[config.mk]
export PLATFORM = sky130hd
export DESIGN_NAME = pid_incremental_positional
export DESIGN_NICKNAME = d
export VERILOG_FILES = /design/src/rtl/pidip_pkg.sv /design/src/rtl/pidip_terms.sv /design/src/rtl/pidip_mac.sv /design/src/rtl/pid_incremental_positional.sv
export SDC_FILE = /design/constraint.sdc
export NUM_CORES = 2
export LEC_CHECK = 0
export BUFFER_PORTS_ARGS = -buffer_cell sky130_fd_sc_hd__buf_2
export CAP_MARGIN = 10
export CELL_PAD_IN_SITES_DETAIL_PLACEMENT = 0
export CELL_PAD_IN_SITES_GLOBAL_PLACEMENT = 2
export CORE_AREA = 3 3 341 343
export DETAILED_ROUTE_END_ITERATION = 10
export DIE_AREA = 0 0 344 346
export GPL_ROUTABILITY_DRIVEN = 0
export PLACE_DENSITY_LB_ADDON = 0.1
export SYNTH_ARGS = -nofsm -noshare
export SYNTH_HDL_FRONTEND = slang
export SYNTH_SLANG_ARGS = --single-unit
[constraint.sdc]
create_clock -name clk -period 8.2 [get_ports clk]
set_clock_uncertainty 0.05 [all_clocks]
set_input_delay 1.23 -clock clk [delete_from_list [all_inputs] [get_ports clk]]
set_output_delay 1.23 -clock clk [all_outputs]
set_load 0.01 [all_outputs]
[src/rtl/pidip_pkg.sv]
// Shared types and constants for the incremental and positional PID controller.
package pidip_pkg;

    localparam int SAMPLE_W = 16;
    localparam int GAIN_W   = 16;
    localparam int ERROR_W  = SAMPLE_W + 1;
    localparam int TERM_P_W = ERROR_W + 1;
    localparam int TERM_D_W = ERROR_W + 2;
    localparam int PROD_W   = GAIN_W + TERM_D_W;
    localparam int SUM_W    = PROD_W + 2;
    localparam int DRIVE_W  = 32;
    localparam int CFG_INDEX_W = 8;

    typedef logic [CFG_INDEX_W-1:0] cfg_index_t;

    localparam cfg_index_t REG_GAIN_P    = 8'd0;
    localparam cfg_index_t REG_GAIN_I    = 8'd1;
    localparam cfg_index_t REG_GAIN_D    = 8'd2;
    localparam cfg_index_t REG_LOOP_MODE = 8'd3;

    localparam logic MODE_INCREMENTAL = 1'b0;
    localparam logic MODE_POSITIONAL  = 1'b1;

    // Controller configuration as held in the register file.
    typedef struct packed {
        logic [GAIN_W-1:0] gain_p;
        logic [GAIN_W-1:0] gain_i;
        logic [GAIN_W-1:0] gain_d;
        logic              loop_mode;
    } gains_t;

    // Error terms that multiply the three gains; all two's complement.
    typedef struct packed {
        logic [TERM_P_W-1:0] term_p;
        logic [ERROR_W-1:0]  term_i;
        logic [TERM_D_W-1:0] term_d;
    } terms_t;

endpackage

[src/rtl/pidip_terms.sv]
// First pipeline stage: error, error history, leaky integral and gain terms.
module pidip_terms
(
    input  logic                               clk,
    input  logic                               rst_n,
    input  logic                               in_valid,
    output logic                               in_stall,
    input  logic [pidip_pkg::SAMPLE_W-1:0]     setpoint,
    input  logic [pidip_pkg::SAMPLE_W-1:0]     measurement,
    input  logic                               loop_mode,
    input  logic                               next_free,
    output logic                               terms_valid,
    output pidip_pkg::terms_t                  terms
);
    import pidip_pkg::*;

    logic               s1_valid_reg;
    logic               s1_valid_next;
    logic               s1_free;
    logic               accept;
    terms_t             terms_reg;
    terms_t             terms_next;
    logic [ERROR_W-1:0] last_error_reg;
    logic [ERROR_W-1:0] older_reg;
    logic [ERROR_W-1:0] older_next;
    logic [ERROR_W-1:0] err;
    logic [ERROR_W:0]   leak_sum;
    logic [ERROR_W-1:0] integ;

    assign s1_free  = !s1_valid_reg || next_free;
    assign accept   = in_valid && s1_free;
    assign in_stall = !s1_free;

    always_comb
    begin
        err = {setpoint[SAMPLE_W-1], setpoint} - {measurement[SAMPLE_W-1], measurement};
        // Floor of half the sum: drop the low bit of the one-bit-wider sum.
        leak_sum = {err[ERROR_W-1], err} + {older_reg[ERROR_W-1], older_reg};
        integ    = leak_sum[ERROR_W:1];
        if (loop_mode == MODE_POSITIONAL)
        begin
            terms_next.term_p = {err[ERROR_W-1], err};
            terms_next.term_i = integ;
            terms_next.term_d = {{2{err[ERROR_W-1]}}, err}
                              - {{2{last_error_reg[ERROR_W-1]}}, last_error_reg};
            older_next        = integ;
        end
        else
        begin
            terms_next.term_p = {err[ERROR_W-1], err}
                              - {last_error_reg[ERROR_W-1], last_error_reg};
            terms_next.term_i = err;
            terms_next.term_d = {{2{err[ERROR_W-1]}}, err}
                              - {last_error_reg[ERROR_W-1], last_error_reg, 1'b0}
                              + {{2{older_reg[ERROR_W-1]}}, older_reg};
            older_next        = last_error_reg;
        end
    end

    always_comb
    begin
        if (accept)
            s1_valid_next = 1'b1;
        else if (next_free)
            s1_valid_next = 1'b0;
        else
            s1_valid_next = s1_valid_reg;
    end

    always_ff @(posedge clk or negedge rst_n)
    begin
        if (!rst_n)
        begin
            s1_valid_reg   <= 1'b0;
            last_error_reg <= '0;
            older_reg      <= '0;
        end
        else
        begin
            s1_valid_reg <= s1_valid_next;
            if (accept)
            begin
                last_error_reg <= err;
                older_reg      <= older_next;
            end
        end
    end

    always_ff @(posedge clk)
    begin
        if (accept)
            terms_reg <= terms_next;
    end

    assign terms_valid = s1_valid_reg;
    assign terms       = terms_reg;

    a_accept_fills: assert property (@(posedge clk) disable iff (!rst_n)
        accept |=> s1_valid_reg)
        else $error("accepted transaction did not reach the term register");

    a_history_shift: assert property (@(posedge clk) disable iff (!rst_n)
        accept |=> last_error_reg == $past(err))
        else $error("last error not updated on accept");

    a_hold_when_blocked: assert property (@(posedge clk) disable iff (!rst_n)
        s1_valid_reg && !next_free |=> s1_valid_reg && $stable(terms_reg))
        else $error("stalled term register lost or changed its contents");

endmodule

[src/rtl/pidip_mac.sv]
// Product and sum stages: three gain products, exact sum and 32-bit saturation.
module pidip_mac
(
    input  logic                            clk,
    input  logic                            rst_n,
    input  logic                            terms_valid,
    input  pidip_pkg::terms_t               terms,
    input  pidip_pkg::gains_t               gains,
    output logic                            next_free,
    output logic                            out_valid,
    input  logic                            out_stall,
    output logic [pidip_pkg::DRIVE_W-1:0]   drive
);
    import pidip_pkg::*;

    logic              s2_valid_reg;
    logic              s2_valid_next;
    logic              out_valid_reg;
    logic              out_valid_next;
    logic              s2_load;
    logic              s3_load;
    logic [PROD_W-1:0] prod_p_reg;
    logic [PROD_W-1:0] prod_i_reg;
    logic [PROD_W-1:0] prod_d_reg;
    logic [PROD_W-1:0] prod_p;
    logic [PROD_W-1:0] prod_i;
    logic [PROD_W-1:0] prod_d;
    logic [SUM_W-1:0]  sum;
    logic [DRIVE_W-1:0] sat;
    logic [DRIVE_W-1:0] drive_reg;

    assign s3_load   = s2_valid_reg && (!out_valid_reg || !out_stall);
    assign next_free = !s2_valid_reg || s3_load;
    assign s2_load   = terms_valid && next_free;

    always_comb
    begin
        prod_p = PROD_W'($signed(gains.gain_p) * $signed(terms.term_p));
        prod_i = PROD_W'($signed(gains.gain_i) * $signed(terms.term_i));
        prod_d = PROD_W'($signed(gains.gain_d) * $signed(terms.term_d));
    end

    always_comb
    begin
        sum = {{2{prod_p_reg[PROD_W-1]}}, prod_p_reg}
            + {{2{prod_i_reg[PROD_W-1]}}, prod_i_reg}
            + {{2{prod_d_reg[PROD_W-1]}}, prod_d_reg};
        // The sum fits when every bit above the 32-bit sign agrees with it.
        if (sum[SUM_W-1:DRIVE_W-1] == {(SUM_W-DRIVE_W+1){1'b0}} ||
            sum[SUM_W-1:DRIVE_W-1] == {(SUM_W-DRIVE_W+1){1'b1}})
            sat = sum[DRIVE_W-1:0];
        else if (sum[SUM_W-1])
            sat = {1'b1, {(DRIVE_W-1){1'b0}}};
        else
            sat = {1'b0, {(DRIVE_W-1){1'b1}}};
    end

    always_comb
    begin
        if (s2_load)
            s2_valid_next = 1'b1;
        else if (s3_load)
            s2_valid_next = 1'b0;
        else
            s2_valid_next = s2_valid_reg;

        if (s3_load)
            out_valid_next = 1'b1;
        else if (!out_stall)
            out_valid_next = 1'b0;
        else
            out_valid_next = out_valid_reg;
    end

    always_ff @(posedge clk or negedge rst_n)
    begin
        if (!rst_n)
        begin
            s2_valid_reg  <= 1'b0;
            out_valid_reg <= 1'b0;
        end
        else
        begin
            s2_valid_reg  <= s2_valid_next;
            out_valid_reg <= out_valid_next;
        end
    end

    always_ff @(posedge clk)
    begin
        if (s2_load)
        begin
            prod_p_reg <= prod_p;
            prod_i_reg <= prod_i;
            prod_d_reg <= prod_d;
        end
        if (s3_load)
            drive_reg <= sat;
    end

    assign out_valid = out_valid_reg;
    assign drive     = drive_reg;

    a_products_fill: assert property (@(posedge clk) disable iff (!rst_n)
        s2_load |=> s2_valid_reg)
        else $error("product register not marked valid after load");

    a_products_held: assert property (@(posedge clk) disable iff (!rst_n)
        s2_valid_reg && !s3_load |=> s2_valid_reg && $stable(prod_p_reg))
        else $error("product register dropped a transaction while blocked");

    a_result_fills: assert property (@(posedge clk) disable iff (!rst_n)
        s3_load |=> out_valid_reg && drive_reg == $past(sat))
        else $error("result register not loaded with the saturated sum");

endmodule

[src/rtl/pid_incremental_positional.sv]
// Top level of the incremental and positional PID controller.
//
//  channel  | handshake             | payload
//  ---------+-----------------------+-------------------------------------
//  input    | in_valid / in_stall   | setpoint, measurement (Q8.8 signed)
//  output   | out_valid / out_stall | drive (Q16.16 signed, saturated)
//  config   | cfg_valid / cfg_ready | cfg_index, cfg_data
//
// One transaction is accepted per cycle while in_stall is low. The term,
// product and sum registers load in that order, and drive is valid once
// the sum register holds the saturated result.
// The error history and leaky integral update at acceptance, so consecutive
// samples follow each other with no gap. Reset clears gains, mode and history.
// Output stall backs up through each stage; in_stall rises only when the
// term register is full and cannot move on. Configuration is always ready.
module pid_incremental_positional
(
    input  logic                                clk,
    input  logic                                rst_n,
    input  logic                                in_valid,
    output logic                                in_stall,
    input  logic [pidip_pkg::SAMPLE_W-1:0]      setpoint,
    input  logic [pidip_pkg::SAMPLE_W-1:0]      measurement,
    output logic                                out_valid,
    input  logic                                out_stall,
    output logic [pidip_pkg::DRIVE_W-1:0]       drive,
    input  logic                                cfg_valid,
    output logic                                cfg_ready,
    input  pidip_pkg::cfg_index_t               cfg_index,
    input  logic [pidip_pkg::GAIN_W-1:0]        cfg_data
);
    import pidip_pkg::*;

    gains_t gains_reg;
    gains_t gains_next;
    terms_t terms;
    logic   terms_valid;
    logic   next_free;

    // Register file: gains and mode. Unknown indexes are accepted and ignored.
    assign cfg_ready = 1'b1;

    always_comb
    begin
        gains_next = gains_reg;
        if (cfg_valid && cfg_ready)
        begin
            case (cfg_index)
                REG_GAIN_P:    gains_next.gain_p    = cfg_data;
                REG_GAIN_I:    gains_next.gain_i    = cfg_data;
                REG_GAIN_D:    gains_next.gain_d    = cfg_data;
                REG_LOOP_MODE: gains_next.loop_mode = cfg_data[0];
                default:       gains_next           = gains_reg;
            endcase
        end
    end

    always_ff @(posedge clk or negedge rst_n)
    begin
        if (!rst_n)
            gains_reg <= '0;
        else
            gains_reg <= gains_next;
    end

    // Stage one: error terms and controller state.
    pidip_terms u_terms
    (
        .clk         (clk),
        .rst_n       (rst_n),
        .in_valid    (in_valid),
        .in_stall    (in_stall),
        .setpoint    (setpoint),
        .measurement (measurement),
        .loop_mode   (gains_reg.loop_mode),
        .next_free   (next_free),
        .terms_valid (terms_valid),
        .terms       (terms)
    );

    // Stages two and three: gain products, then exact sum with saturation.
    pidip_mac u_mac
    (
        .clk         (clk),
        .rst_n       (rst_n),
        .terms_valid (terms_valid),
        .terms       (terms),
        .gains       (gains_reg),
        .next_free   (next_free),
        .out_valid   (out_valid),
        .out_stall   (out_stall),
        .drive       (drive)
    );

endmodule
==> flow_metrics.py <==
metrics = {
    "outcome": {
        "status": "complete, no violations",
    },
    "critical_path": {
        "critical-path-top-cell-by-count": "fa_1",
        "worst_path_max_delay_cell": "dfrtp_1",
        "crit_type": "register to register",
        "crit_fanout": 19,
        "critical_path_required_time_ns": 8.52,
        "r2r_cells": 22,
        "timing.rr.start": "gains_reg[41]",
        "ff2ff_setup_slack_ns": 0.87,
        "worst_ep_arrival_time_ns": 7.65,
        "timing.critical_path.slowest_cell_delay_ns": 0.96,
        "worstSetupStartpointType": "register",
        "reg2reg_to": "u_mac.prod_p_reg[33]",
        "endpoint_kind": "register",
        "timing.critical_path.cells": "nand2_1 > fa_1 > inv_1 > fa_1 > inv_1 > fa_1 > inv_1 > fa_1 > fa_1 > inv_1 > fa_1 > inv_1 > ha_1 > and3_1 > a221o_1 > a21oi_1 > o22ai_1 > o31ai_1 > a211oi_1 > o22ai_1 > o21ai_1 > a211oi_1",
        "critical_path.top_delay_family": "adder cells",
        "worst-path-buf-inv": 5,
    },
    "routing": {
        "post_drt_via_cell_ratio": 5.08,
        "drtAntennaViolNets": 0,
        "drcViolationCount": 0,
        "detail_route.wl_per_cell_um": 21.0,
        "totalWireLength_um": 138000,
        "route.vias.total": 33500,
        "dr.pass1.iters": 7,
        "first_iter_violations": 1864,
    },
    "floorplan": {
        "ios": 96,
        "floorplan.die.width_um": 344,
        "rows": 124,
        "fp.dieH_um": 346,
        "fp.dieArea_sq_mm": 0.119,
        "initial_utilization_pct": 42.6,
        "fp.coreArea_sq_mm": 0.114,
    },
    "global_route": {
        "grt_usage_pct": 24.2,
        "antenna_found_initial": 17,
        "maximum_number_of_pins_on_one_net_before_global_route_repair": 75,
        "grt_pass1_vias": 36300,
        "grt_residual_overflow": 0,
        "grt_pass1_wl_um": 220000,
    },
    "sta": {
        "final_min_period_over_clock_period_pct": 89.4,
        "count_of_final_max_slew_check_failures": 0,
        "setup_viol_count_final": 0,
        "fin_crit_ns": 7.33,
        "fin_tns_setup_ns": 0,
        "fmax_mhz": 136,
        "tightestPinTransition_ns": 1.12,
        "final_count_of_hold_timing_violations": 0,
        "rsz_0062_raised_after_global_routing": "no",
        "slew_headroom_pct": 24.7,
    },
    "worst_hold_path": {
        "timing.hold.worst.class": "register to register",
        "hold_path_startpoint": "u_terms.last_error_reg[16]",
        "hold_path_depth": 2,
        "hold_path_end": "u_terms.last_error_reg[16]",
    },
    "power": {
        "p_leak_nw": 25.9,
        "pwr_density_cell_mw_per_mm2": 290,
        "ir_drop_v": 0.000299,
    },
    "placement": {
        "post_detail_place_hpwl_um": 114000,
        "portBuffers": 94,
        "dpl_cell_area_sq_mm": 0.0507,
    },
    "synth": {
        "synthDistinctLibCells": 89,
        "postSynthRegisterBits": 274,
        "post_synthesis_cell_type_with_the_largest_combined_area": "fa_1",
        "syn-mean-instance-area_sq_um": 9.65,
        "synth_area_leaders": "fa_1 37%, edfxtp_1 12%, ha_1 10%",
        "synth_largest_type_area_fraction_pct": 36.8,
        "yosysWarningCount": 0,
        "number_of_enable_flip_flop_cells_after_synthesis": 188,
        "synth_flop_cell": "edfxtp_1",
        "synthesis.area_sq_mm": 0.0486,
        "async_reset_ff_share_pct": 31.4,
        "postSynthCellCount": 5032,
        "synth_seq_area_share_pct": 16.1,
        "postSynthNetCount": 6379,
    },
    "clock_network": {
        "clock_pin_slew_on_the_worst_setup_and_hold_paths_ns": 0.06,
        "post_cts_hold_buffer_count": 0,
        "post_cts.repair.setup_buffers": 0,
        "tritoncts": "yes",
        "clock_tree.buffer_depth": 3,
        "post_cts.resized_instances": 0,
        "number_of_sinks_handled_by_clock_tree_synthesis": 274,
        "cts.htree.levels": 2,
        "worst_skew_pair.late_latency_ns": 0.59,
        "cts.root.buffer_cell": "clkbuf_16",
        "numCtsBuffers": 37,
    },
    "finish": {
        "largest_register_ff_count": 54,
        "nNetsFinal": 6398,
        "layout.cells.most_common": "inv_1",
        "num-fill-cells": 11200,
        "synthToLayoutAreaGrowth_pct": 7.00,
        "stdcell_area_sq_mm": 0.0520,
        "post_route_cells_drive_above_1_share_pct": 6.14,
        "most-common-layout-cells": "1,047 x inv_1, 892 x fa_1, 546 x nand2_1, 409 x and2_1, 394 x ha_1",
    },
    "job": {
        "drv_cap": 0,
    },
}
[kinds of logic after synthesis]
group                    count (synthesis)  share of synthesized area (%)
AND/OR/NAND/NOR                       1327                           13.4
flip-flops                             274                           16.1
buffers and inverters                 1221                           9.52
multiplexers                            68                           1.55
AO/OA/AOI/OAI                          639                           8.62
XOR/XNOR                               216                           3.91
adder cells (fa/ha/maj)               1286                           46.9
other                                    1                        0.00772
[stage by stage]
step	setup slack, ns	instances	power [W]	utilization, %	hold WS (ns)
after floorplan	1.64	5032	0.00995	-	0.399
after global placement	0.879	6524	0.0135	44.5	0.418
after detailed placement	0.804	6524	0.0134	44.5	0.431
after CTS	0.770	6592	0.0153	45.6	0.443
after global routing	0.426	6592	0.0165	45.6	0.481
final	0.867	6596	0.0151	45.6	0.440
[layout make-up]
cell class | count | area [sq um] | area share (%)
repair buffers | 152 | 908 | 1.75
clock buffers | 44 | 993 | 1.91
multi-input cells | 3537 | 36100 | 69.6
well taps | 1512 | 1890 | 3.64
clock inverters | 24 | 265 | 0.511
inverters | 1049 | 3940 | 7.58
flip-flops and latches | 274 | 7800 | 15.0
diodes | 4 | 10.0 | 0.0193
[power by group]
| part | switching [W] | internal (W) | total [W] |
|---|---|---|---|
| combinational | 0.00623 | 0.00407 | 0.0103 |
| clock | 0.000727 | 0.000982 | 0.00171 |
| sequential | 0.000756 | 0.00232 | 0.00307 |
| total | 0.00771 | 0.00737 | 0.0151 |
[Yosys cell counts (6+ instances only)]
library cell and n:
a211o_1 7, a211oi_1 21, a21o_1 82, a21oi_1 185, a31oi_1 25, a41oi_1 6
and2_1 410, and3_1 19, buf_1 6, buf_2 6, clkbuf_1 155, dfrtp_1 86
edfxtp_1 188, fa_1 892, ha_1 394, inv_1 1047, mux2_2 59, mux2i_1 9
nand2_1 546, nand2b_1 49, nand3_1 37, nand3b_1 6, nand4_1 16, nor2_1 154
nor2b_1 22, nor3_1 36, o21a_1 56, o21ai_0 105, o21ai_1 25, o21bai_1 33
o22ai_1 8, o31ai_1 16, or2_2 6, or3_1 8, xnor2_1 149, xor2_1 66
[worst min-delay path, delay by kind of cell (launching register included)]
family	cells	cell delay, ns
DFF	1	0.34
AOI/OAI and AO/OA	1	0.06
and+or+nand+nor	1	0.05
[routing by layer]
metal | routed length, um | global-route usage, %
met3 | 6430 | 2.68
met5 | 0 | 0
met4 | 2720 | 4.39
met2 | 66500 | 40.9
met1 | 62800 | 34.0
[worst max path at each step]
stage / from / to / slack [ns] / cells after the start
2_1_floorplan: gains_reg[24] / u_mac.prod_i_reg[31] / 1.64 / 25
3_3_place_gp: u_terms.terms[45] / u_mac.prod_p_reg[32] / 0.88 / 19
3_5_place_dp: u_terms.terms[45] / u_mac.prod_p_reg[30] / 0.80 / 19
4_1_cts: gains_reg[34] / u_mac.prod_p_reg[30] / 0.77 / 19
5_1_grt: gains_reg[34] / u_mac.prod_p_reg[32] / 0.43 / 19
6_report: gains_reg[41] / u_mac.prod_p_reg[33] / 0.87 / 22
Power figures use the tool's default switching activity.
